$ cat config.mk
export PLATFORM = sky130hd
export DESIGN_NAME = park_transform_dq0_unit
export DESIGN_NICKNAME = d
export VERILOG_FILES = /design/src/rtl/core/ptd_pkg.sv /design/src/rtl/core/park_transform_dq0_unit.sv /design/src/rtl/core/ptd_sincos.sv /design/src/rtl/core/ptd_rotate.sv
export SDC_FILE = /design/constraint.sdc
export NUM_CORES = 2
export LEC_CHECK = 0
export ABC_AREA = 1
export BUFFER_PORTS_ARGS = -buffer_cell sky130_fd_sc_hd__clkbuf_2
export CAP_MARGIN = 10
export CORE_ASPECT_RATIO = 1.1
export CORE_UTILIZATION = 69
export DETAILED_ROUTE_END_ITERATION = 10
export GPL_TIMING_DRIVEN = 0
export PLACE_DENSITY = 0.83
export SETUP_SLACK_MARGIN = 0.05
export SLEW_MARGIN = 25
export SYNTH_ARGS = -nofsm -noshare
export SYNTH_HDL_FRONTEND = slang
export SYNTH_SLANG_ARGS = --single-unit
$ cat constraint.sdc
create_clock -name clk -period 12.7 [get_ports clk]
set_input_delay 0.635 -clock clk [delete_from_list [all_inputs] [get_ports clk]]
set_output_delay 0.635 -clock clk [all_outputs]
set_load 0.01 [all_outputs]
$ cat src/rtl/core/ptd_pkg.sv
package ptd_pkg;

	localparam int SAMPLE_W   = 16;
	localparam int ANGLE_W    = 16;
	localparam int OUT_W      = 18;
	localparam int FRAC_W     = 15;
	localparam int PROD_W     = 2 * SAMPLE_W;

	// quarter-wave table geometry
	localparam int SINE_N     = 1024;
	localparam int K_W        = $clog2(SINE_N);
	localparam int IDX_W      = K_W + 1;
	localparam int CHUNK      = 256;
	localparam int CHUNK_W    = $clog2(CHUNK);
	localparam int NUM_CHUNKS = SINE_N / CHUNK;
	localparam int SEL_W      = IDX_W - CHUNK_W;
	localparam int CSEL_W     = $clog2(NUM_CHUNKS);
	localparam int ENTRY_W    = 15;
	localparam int K_SHIFT    = ANGLE_W - 2 - K_W;

	// stream packing
	localparam int S_TDATA_W  = 4 * SAMPLE_W;
	localparam int M_FIELDS_W = 2 * OUT_W + SAMPLE_W;
	localparam int M_TDATA_W  = ((M_FIELDS_W + 7) / 8) * 8;
	localparam int M_PAD_W    = M_TDATA_W - M_FIELDS_W;

	// configuration codes
	localparam logic ALIGN_A_AXIS   = 1'b1;
	localparam logic ALIGN_90_BEHIND = 1'b0;

	localparam longint unsigned HALF_PI_Q30 = 64'd1686629713;
	localparam longint unsigned HALF_Q30    = 64'd536870912;
	localparam longint unsigned AMPLITUDE   = 64'd32767;

	typedef logic signed [SAMPLE_W-1:0] sample_t;
	typedef logic signed [OUT_W-1:0]    result_t;
	typedef logic [ANGLE_W-1:0]         angle_t;
	typedef logic [ENTRY_W-1:0]         entry_t;

	// per-stage load enables
	typedef struct packed {
		logic s1;
		logic s2;
		logic s3;
		logic s4;
	} stage_en_t;

	// round(32767 * sin(pi/2 * k / N)) by a Q30 Taylor series, clamped
	function automatic entry_t sine_entry(input int unsigned k);
		longint unsigned x;
		longint unsigned x2;
		longint unsigned term;
		longint unsigned sum;
		longint unsigned r;
		x    = (HALF_PI_Q30 * 64'(k)) / SINE_N;
		x2   = (x * x) >> 30;
		term = x;
		sum  = x;
		term = ((term * x2) >> 30) / 6;
		sum  = sum - term;
		term = ((term * x2) >> 30) / 20;
		sum  = sum + term;
		term = ((term * x2) >> 30) / 42;
		sum  = sum - term;
		term = ((term * x2) >> 30) / 72;
		sum  = sum + term;
		term = ((term * x2) >> 30) / 110;
		sum  = sum - term;
		term = ((term * x2) >> 30) / 156;
		sum  = sum + term;
		r = (sum * AMPLITUDE + HALF_Q30) >> 30;
		if (r > AMPLITUDE) begin
			r = AMPLITUDE;
		end
		return r[ENTRY_W-1:0];
	endfunction

endpackage

$ cat src/rtl/core/park_transform_dq0_unit.sv
// Park transform, alpha/beta/zero to d/q/zero.
//
// Input stream (s_*): one item carries alpha, beta and zero-sequence samples
// in Q1.15 plus a rotor angle (65536 = one turn). Output stream (m_*): one
// item per input item, d and q in Q2.15 rounded half up, zero passed through.
// Configuration (cfg_*): one bit, 1 = d axis aligned to phase A, 0 = d axis
// 90 degrees behind A. cfg_ready is always high; write only while idle.
//
// Pipeline: s1 input register, s2 quarter-wave table read (four 256-entry
// chunks per index, chunk picked after the register), s3 four 16x16
// products, s4 sum, round and result register. An accepted item passes
// through s1, s2, s3 and s4 in order, and m_tvalid is the s4 valid.
// Throughput is one item per cycle while the receiver does not stall.
//
// When the receiver stalls, each stage holds only if the stage after it is
// full; empty stages keep filling, so up to four items sit in the block.
// Reset clears all stage valids and sets the alignment bit to A-axis.
module park_transform_dq0_unit (
	input  logic                              clk,
	input  logic                              arst_n,
	input  logic                              s_tvalid,
	output logic                              s_tready,
	// alpha_in [15:0], beta_in [31:16], zero_seq_in [47:32], angle [63:48]
	input  logic [ptd_pkg::S_TDATA_W-1:0]     s_tdata,
	output logic                              m_tvalid,
	input  logic                              m_tready,
	// d_out [17:0], q_out [35:18], zero_out [51:36], zero pad [55:52]
	output logic [ptd_pkg::M_TDATA_W-1:0]     m_tdata,
	input  logic                              cfg_valid,
	output logic                              cfg_ready,
	input  logic                              cfg_data
);
	import ptd_pkg::*;

	stage_en_t en;
	logic      v_s1, v_s2, v_s3, v_s4;
	logic      align_q;
	sample_t   alpha_s1, beta_s1, zero_s1;
	sample_t   alpha_s2, beta_s2, zero_s2;
	sample_t   zero_s3, zero_s4;
	angle_t    angle_s1;
	sample_t   sin_s2, cos_s2;
	result_t   d_s4, q_s4;

	// a stage loads when it is empty or its content moves on
	assign en.s4 = !v_s4 || m_tready;
	assign en.s3 = !v_s3 || en.s4;
	assign en.s2 = !v_s2 || en.s3;
	assign en.s1 = !v_s1 || en.s2;

	assign s_tready  = en.s1;
	assign m_tvalid  = v_s4;
	assign cfg_ready = 1'b1;
	assign m_tdata   = {{M_PAD_W{1'b0}}, zero_s4, q_s4, d_s4};

	// stage valids and the alignment register
	always_ff @(posedge clk or negedge arst_n) begin
		if (!arst_n) begin
			v_s1    <= 1'b0;
			v_s2    <= 1'b0;
			v_s3    <= 1'b0;
			v_s4    <= 1'b0;
			align_q <= ALIGN_A_AXIS;
		end else begin
			if (en.s1) v_s1 <= s_tvalid;
			if (en.s2) v_s2 <= v_s1;
			if (en.s3) v_s3 <= v_s2;
			if (en.s4) v_s4 <= v_s3;
			if (cfg_valid) align_q <= cfg_data;
		end
	end

	// sample payload; the angle goes to the table stage only
	always_ff @(posedge clk) begin
		if (en.s1) begin
			alpha_s1 <= s_tdata[SAMPLE_W-1:0];
			beta_s1  <= s_tdata[2*SAMPLE_W-1:SAMPLE_W];
			zero_s1  <= s_tdata[3*SAMPLE_W-1:2*SAMPLE_W];
			angle_s1 <= s_tdata[3*SAMPLE_W+ANGLE_W-1:3*SAMPLE_W];
		end
		if (en.s2) begin
			alpha_s2 <= alpha_s1;
			beta_s2  <= beta_s1;
			zero_s2  <= zero_s1;
		end
		if (en.s3) zero_s3 <= zero_s2;
		if (en.s4) zero_s4 <= zero_s3;
	end

	ptd_sincos u_sincos (
		.clk      (clk),
		.en       (en),
		.angle_s1 (angle_s1),
		.sin_s2   (sin_s2),
		.cos_s2   (cos_s2)
	);

	ptd_rotate u_rotate (
		.clk      (clk),
		.en       (en),
		.align    (align_q),
		.alpha_s2 (alpha_s2),
		.beta_s2  (beta_s2),
		.sin_s2   (sin_s2),
		.cos_s2   (cos_s2),
		.d_s4     (d_s4),
		.q_s4     (q_s4)
	);

endmodule

$ cat src/rtl/core/ptd_sincos.sv
module ptd_sincos (
	input  logic                clk,
	input  ptd_pkg::stage_en_t  en,
	input  ptd_pkg::angle_t     angle_s1,
	output ptd_pkg::sample_t    sin_s2,
	output ptd_pkg::sample_t    cos_s2
);
	import ptd_pkg::*;

	localparam entry_t TOP_ENTRY = sine_entry(SINE_N);

	entry_t            rom [NUM_CHUNKS][CHUNK];
	logic [K_W-1:0]    k;
	logic [IDX_W-1:0]  idx_p;
	logic [IDX_W-1:0]  idx_m;
	entry_t            rd_p_s2 [NUM_CHUNKS];
	entry_t            rd_m_s2 [NUM_CHUNKS];
	logic [SEL_W-1:0]  sel_p_s2;
	logic [SEL_W-1:0]  sel_m_s2;
	logic [1:0]        quad_s2;
	entry_t            t_p;
	entry_t            t_m;
	sample_t           pos_p;
	sample_t           pos_m;

	// constant quarter-wave table, split into chunks of CHUNK entries
	for (genvar c = 0; c < NUM_CHUNKS; c++) begin : g_chunk
		for (genvar e = 0; e < CHUNK; e++) begin : g_entry
			assign rom[c][e] = sine_entry(c * CHUNK + e);
		end
	end

	assign k     = K_W'(angle_s1[ANGLE_W-3:0] >> K_SHIFT);
	assign idx_p = {1'b0, k};
	assign idx_m = IDX_W'(SINE_N) - idx_p;

	// read every chunk at the low index bits, pick the chunk next cycle
	always_ff @(posedge clk) begin
		if (en.s2) begin
			for (int c = 0; c < NUM_CHUNKS; c++) begin
				rd_p_s2[c] <= rom[c][idx_p[CHUNK_W-1:0]];
				rd_m_s2[c] <= rom[c][idx_m[CHUNK_W-1:0]];
			end
			sel_p_s2 <= idx_p[IDX_W-1:CHUNK_W];
			sel_m_s2 <= idx_m[IDX_W-1:CHUNK_W];
			quad_s2  <= angle_s1[ANGLE_W-1:ANGLE_W-2];
		end
	end

	assign t_p   = (sel_p_s2 == SEL_W'(NUM_CHUNKS)) ? TOP_ENTRY : rd_p_s2[sel_p_s2[CSEL_W-1:0]];
	assign t_m   = (sel_m_s2 == SEL_W'(NUM_CHUNKS)) ? TOP_ENTRY : rd_m_s2[sel_m_s2[CSEL_W-1:0]];
	assign pos_p = sample_t'({1'b0, t_p});
	assign pos_m = sample_t'({1'b0, t_m});

	// fold the quadrant into sign and table direction
	always_comb begin
		case (quad_s2)
			2'd0: begin
				sin_s2 = pos_p;
				cos_s2 = pos_m;
			end
			2'd1: begin
				sin_s2 = pos_m;
				cos_s2 = -pos_p;
			end
			2'd2: begin
				sin_s2 = -pos_p;
				cos_s2 = -pos_m;
			end
			2'd3: begin
				sin_s2 = -pos_m;
				cos_s2 = pos_p;
			end
			default: begin
				sin_s2 = pos_p;
				cos_s2 = pos_m;
			end
		endcase
	end

endmodule

$ cat src/rtl/core/ptd_rotate.sv
module ptd_rotate (
	input  logic                clk,
	input  ptd_pkg::stage_en_t  en,
	input  logic                align,
	input  ptd_pkg::sample_t    alpha_s2,
	input  ptd_pkg::sample_t    beta_s2,
	input  ptd_pkg::sample_t    sin_s2,
	input  ptd_pkg::sample_t    cos_s2,
	output ptd_pkg::result_t    d_s4,
	output ptd_pkg::result_t    q_s4
);
	import ptd_pkg::*;

	localparam logic signed [PROD_W:0] ROUND_HALF = (PROD_W+1)'(1) <<< (FRAC_W - 1);

	logic signed [PROD_W-1:0] ac_s3;
	logic signed [PROD_W-1:0] as_s3;
	logic signed [PROD_W-1:0] bc_s3;
	logic signed [PROD_W-1:0] bs_s3;
	logic signed [PROD_W:0]   ac;
	logic signed [PROD_W:0]   as;
	logic signed [PROD_W:0]   bc;
	logic signed [PROD_W:0]   bs;
	logic signed [PROD_W:0]   d_sum;
	logic signed [PROD_W:0]   q_sum;

	always_ff @(posedge clk) begin
		if (en.s3) begin
			ac_s3 <= alpha_s2 * cos_s2;
			as_s3 <= alpha_s2 * sin_s2;
			bc_s3 <= beta_s2 * cos_s2;
			bs_s3 <= beta_s2 * sin_s2;
		end
	end

	assign ac = {ac_s3[PROD_W-1], ac_s3};
	assign as = {as_s3[PROD_W-1], as_s3};
	assign bc = {bc_s3[PROD_W-1], bc_s3};
	assign bs = {bs_s3[PROD_W-1], bs_s3};

	always_comb begin
		if (align == ALIGN_A_AXIS) begin
			d_sum = ac + bs + ROUND_HALF;
			q_sum = bc - as + ROUND_HALF;
		end else begin
			d_sum = as - bc + ROUND_HALF;
			q_sum = ac + bs + ROUND_HALF;
		end
	end

	// drop the low fraction bits: floor after adding half
	always_ff @(posedge clk) begin
		if (en.s4) begin
			d_s4 <= d_sum[PROD_W:FRAC_W];
			q_s4 <= q_sum[PROD_W:FRAC_W];
		end
	end

endmodule

==> results.tsv, run 1 <==
stage	metric	value	unit
logic_synthesis	synth_ff_type	edfxtp_1	
logic_synthesis	synth_common_cells	2030 x nand2_1, 1807 x inv_1, 1049 x fa_1	
run_status	lastStage	global routing	
placed_design	detailed_place_hpwl	276900	um
clock_network	cts_setup_buffers	0	
clock_network	cts_resized	0	
logic_synthesis	muxShareOfSynthArea	0.01265	%
logic_synthesis	synth-compound-area-share	11.75	%
logic_synthesis	netlist_area	0.07912	mm2
clock_network	cts-root-buf	clkbuf_16	
grt	track_usage	81.90	%
die	fp.dieW	324.9	um
clock_network	cts_sinks	430	
logic_synthesis	synth.area.top_cells	fa_1 27%, edfxtp_1 16%, nand2_1 9.6%	
clock_network	cts_buffers	44	
placed_design	port_buffers	119	
logic_synthesis	yosys_warnings	0	
placed_design	place_inst	12120	
logic_synthesis	ys_ff_latch	430	
logic_synthesis	syn_area_per_cell	7.544	um2
run_status	stop_error	[ERROR GRT-0116] Global routing finished with congestion. Check the congestion regions in the DRC Viewer.	
grt	grt_pass1_wl	699200	um
run_status	status	stopped before the end	
logic_synthesis	synth_top_area_share	26.54	%
clock_network	clk_path_buf_depth	3	
clock_network	hold_buffers	1	
die	num_rows	129	
grt	grt.overflow.total	1461	
logic_synthesis	synthDistinctLibCells	77	
logic_synthesis	synth-xor-area-share	1.814	%
logic_synthesis	synthSimpleGateAreaFrac	23.35	%
die	start_util	69.93	%
logic_synthesis	yosysSeqAreaShare	16.24	%
die	pin_count	129	
logic_synthesis	synth-adder-area-share	35.37	%
placed_design	place.gp.congestion	1.691	
logic_synthesis	synth_top_family_by_area	adder cells	
logic_synthesis	synthCells	10490	
logic_synthesis	synth_most_common_cell	nand2_1	
clock_network	cts-htree-levels	2	
logic_synthesis	synth.largest_area_cell	fa_1	
grt	grt_pass1_vias	95880	
logic_synthesis	ys_async_sr_fraction	1.163	%
logic_synthesis	synth_edf_count	421	
die	fp.dieH	357.2	um
grt	grt_max_degree	103	
-- kinds of logic after synthesis --
group / Yosys count
adders and majority gates: 1607
DFF: 430
and+or+nand+nor: 4361
buffers and inverters: 2317
muxes: 1
xor gates and xnor gates: 163
other: 2
AOI/OAI and AO/OA: 1607
-- metal layers --
metal  GRT usage (%)  overflow
met4           78.96       348
met2           93.23       612
met5           56.64        54
met3           73.57       239
met1           81.11       208
-- stage by stage --
step	worst slack, ns	hold slack, ns	util (%)	setup TNS (ns)	cell area (um2)
after floorplan	3.751	0.3394	-	0	79130
after global placement	-0.1822	0.4006	72.13	-0.1822	81610
after detailed placement	3.537	0.4045	72.25	0	81750
after CTS	3.520	0.1253	73.57	0	83240
==> inputs of run 2 (changes only) <==
CORE_ASPECT_RATIO = default   (was 1.1)
CORE_UTILIZATION = 40   (was 69)
PLACE_DENSITY = default   (was 0.83)
PLACE_DENSITY_LB_ADDON = 0.15   (was default)
SETUP_SLACK_MARGIN = default   (was 0.05)
==> run 2 against run 1 <==
  * Area after synthesis unchanged
  * The run now ends clean
  * Synthesized cell count unchanged
==> results.tsv, run 2 <==
stage	metric	value	unit
logic_synthesis	synth_most_common_cell	nand2_1	
route	vias_per_cell	6.361	
cells_and_area	drive_above_1_share	5.833	%
route	vias	85170	
clock_network	cts_setup_buffers	0	
placed_design	place.gp.congestion	1.134	
sta	final.min_clock_period	10.06	ns
setup_path	cp_slowest_cell	xnor2_1	
die	pin_count	129	
die	fp.dieW	446.8	um
grt	grt_busiest_layer	met2	
logic_synthesis	synthSimpleGateAreaFrac	23.35	%
cells_and_area	nets	12350	
logic_synthesis	yosysSeqAreaShare	16.24	%
setup_path	start_kind	register	
logic_synthesis	ys_async_sr_fraction	1.163	%
grt	grtUsageMet2	71.24	%
setup_path	r2r_slack	2.64	ns
logic_synthesis	synthCells	10490	
logic_synthesis	ys_ff_latch	430	
run_status	status	finished, final reports clean	
cells_and_area	mostFrequentLayoutCells	2029 x nand2_1, 1804 x inv_1, 1049 x fa_1, 1010 x nor2_1, 986 x nand3_1	
sta	tightest_slew	1.330	ns
hold_path	hold_end	angle_s1[10]	
cells_and_area	final_common_cell	nand2_1	
sta	slew_headroom	11.00	%
clock_network	cts_sinks	430	
clock_network	cts-htree-levels	2	
grt	use_met1	55.56	%
setup_path	cp-end-kind	register	
logic_synthesis	muxShareOfSynthArea	0.01265	%
sta	setup_viol	0	
setup_path	critPathMaxStageDelay	0.93	ns
clock_network	cts_resized	0	
route	firstDrtPassIters	9	
logic_synthesis	syn_area_per_cell	7.544	um2
grt	grt_pass1_vias	83610	
grt	grt_max_degree	98	
cells_and_area	area_growth_syn_to_layout	7.731	%
route	drc_errors	0	
setup_path	crit_top_cell	fa_1	
setup_path	reg2reg_to	u_rotate.bs_s3[27]	
logic_synthesis	synthDistinctLibCells	77	
logic_synthesis	synth_common_cells	2030 x nand2_1, 1807 x inv_1, 1049 x fa_1	
die	num_rows	162	
sta	period_share	79.21	%
die	start_util	40.41	%
sta	skew	0.06317	ns
placed_design	port_buffers	119	
clock_network	clk_pin_slew	0.09	ns
placed_design	placed_area	0.08339	mm2
setup_path	arrival	10.40	ns
die	fp.dieH	446.8	um
setup_path	path_class	reg -> reg	
die	die_area	0.1996	mm2
sta	hold_violations	0	
die	core_area	0.1958	mm2
logic_synthesis	synth_edf_count	421	
cells_and_area	n_fill_cell	20360	
grt	grt.overflow.total	0	
clock_network	insertion_delay	0.74	ns
cells_and_area	design_area	0.08524	mm2
logic_synthesis	synth-adder-area-share	35.37	%
setup_path	worstPathRequired	13.04	ns
clock_network	cts_tree	yes	
route	postRouteAntennaNets	0	
sta	rsz0062_at_grt	no	
logic_synthesis	netlist_area	0.07912	mm2
route	drt_iter0_drc	12090	
grt	track_usage	50.02	%
cells_and_area	instances_no_fill	13390	
grt	antenna_found_initial	64	
sta	fmax	0.09940	GHz
logic_synthesis	synth.area.top_cells	fa_1 27%, edfxtp_1 16%, nand2_1 9.6%	
hold_path	worstHoldStart	s_tdata[58]	
hold_path	holdPathStages	1	
setup_path	crit_fanout	10	
logic_synthesis	synth-compound-area-share	11.75	%
route	finalWirelength	504100	um
setup_path	reg2regPathDepth	32	
clock_network	hold_buffers	1	
logic_synthesis	synth-xor-area-share	1.814	%
logic_synthesis	yosys_warnings	0	
logic_synthesis	synth_top_family_by_area	adder cells	
cells_and_area	top_regs	u_sincos.rd_m_s2 (55), u_sincos.rd_p_s2 (55)	
run	cap_violations	0	
logic_synthesis	synth.largest_area_cell	fa_1	
grt	grt_pass1_wl	680400	um
placed_design	place_inst	13250	
logic_synthesis	synth_ff_type	edfxtp_1	
logic_synthesis	synth_top_area_share	26.54	%
grt	met3_usage	19.65	%
clock_network	cts_buffers	50	
route	avgRoutedWirePerCell	37.65	um
placed_design	detailed_place_hpwl	394100	um
hold_path	hold_path.class	in -> reg	
clock_network	cts-root-buf	clkbuf_16	
sta	drv_slew	0	
clock_network	clk_path_buf_depth	3	
==> run 2: per-stage QoR <==
step	setup WS (ns)	setup TNS, ns	utilization, %	hold slack (ns)
after global placement	-0.9373	-131.09	42.40	0.4003
after CTS	3.088	0	43.44	0.03602
final	2.640	0	43.53	0.05887
after global routing	2.490	0	43.47	0.06863
after floorplan	3.751	0	-	0.3394
after detailed placement	3.130	0	42.59	0.4045
==> run 2: metal layers <==
| layer | up-vias | routed length, um |
|---|---|---|
| li1 | 34200 | - |
| met1 | 41230 | 173400 |
| met2 | 7118 | 203900 |
| met3 | 2600 | 61480 |
| met4 | 26 | 64940 |
| met5 | - | 346 |
==> run 2: worst max-delay path, delay by kind of cell (launching register included) <==
kind / cells / cell delay (ns)
xor+xnor: 2 / 1.07
simple gates: 12 / 1.82
flops: 1 / 0.56
fa+ha+maj: 8 / 4.15
buf+inv: 8 / 1.34
compound gates: 2 / 0.73
==> run 2: worst max path at each step <==
| stage | start | endpoint | cells past startpoint |
|---|---|---|---|
| 2_1_floorplan | m_tready | alpha_s2[0] | 6 |
| 3_3_place_gp | m_tready | register | 8 |
| 3_5_place_dp | register | u_rotate.bs_s3[27] | 32 |
| 4_1_cts | register | u_rotate.bs_s3[27] | 32 |
| 5_1_grt | register | u_rotate.bs_s3[24] | 32 |
| 6_report | register | u_rotate.bs_s3[27] | 32 |
==> run 2: layout make-up <==
class | instances | area [um2] | area share [%]
timing repair buffer | 132 | 814.5 | 0.9556
clock inverter | 33 | 375.4 | 0.4404
clock buffer | 58 | 1281 | 1.503
antenna | 51 | 127.6 | 0.1497
multi-input combinational | 7744 | 57290 | 67.21
inverter | 1845 | 6947 | 8.150
sequential | 430 | 12850 | 15.07
buffer | 472 | 2271 | 2.664
tap | 2624 | 3283 | 3.852
==> run 2: cell families after synthesis <==
logic type	Yosys count
buffers and inverters	2317
multiplexers	1
AND/OR/NAND/NOR	4361
XOR/XNOR	163
adder cells (fa/ha/maj)	1607
AO/OA/AOI/OAI	1607
flip-flops	430
other	2
Power of run 2 is left out: the tool's default activity adds up to more than one toggle a clock period on the data nets, which glitch-free logic cannot reach.
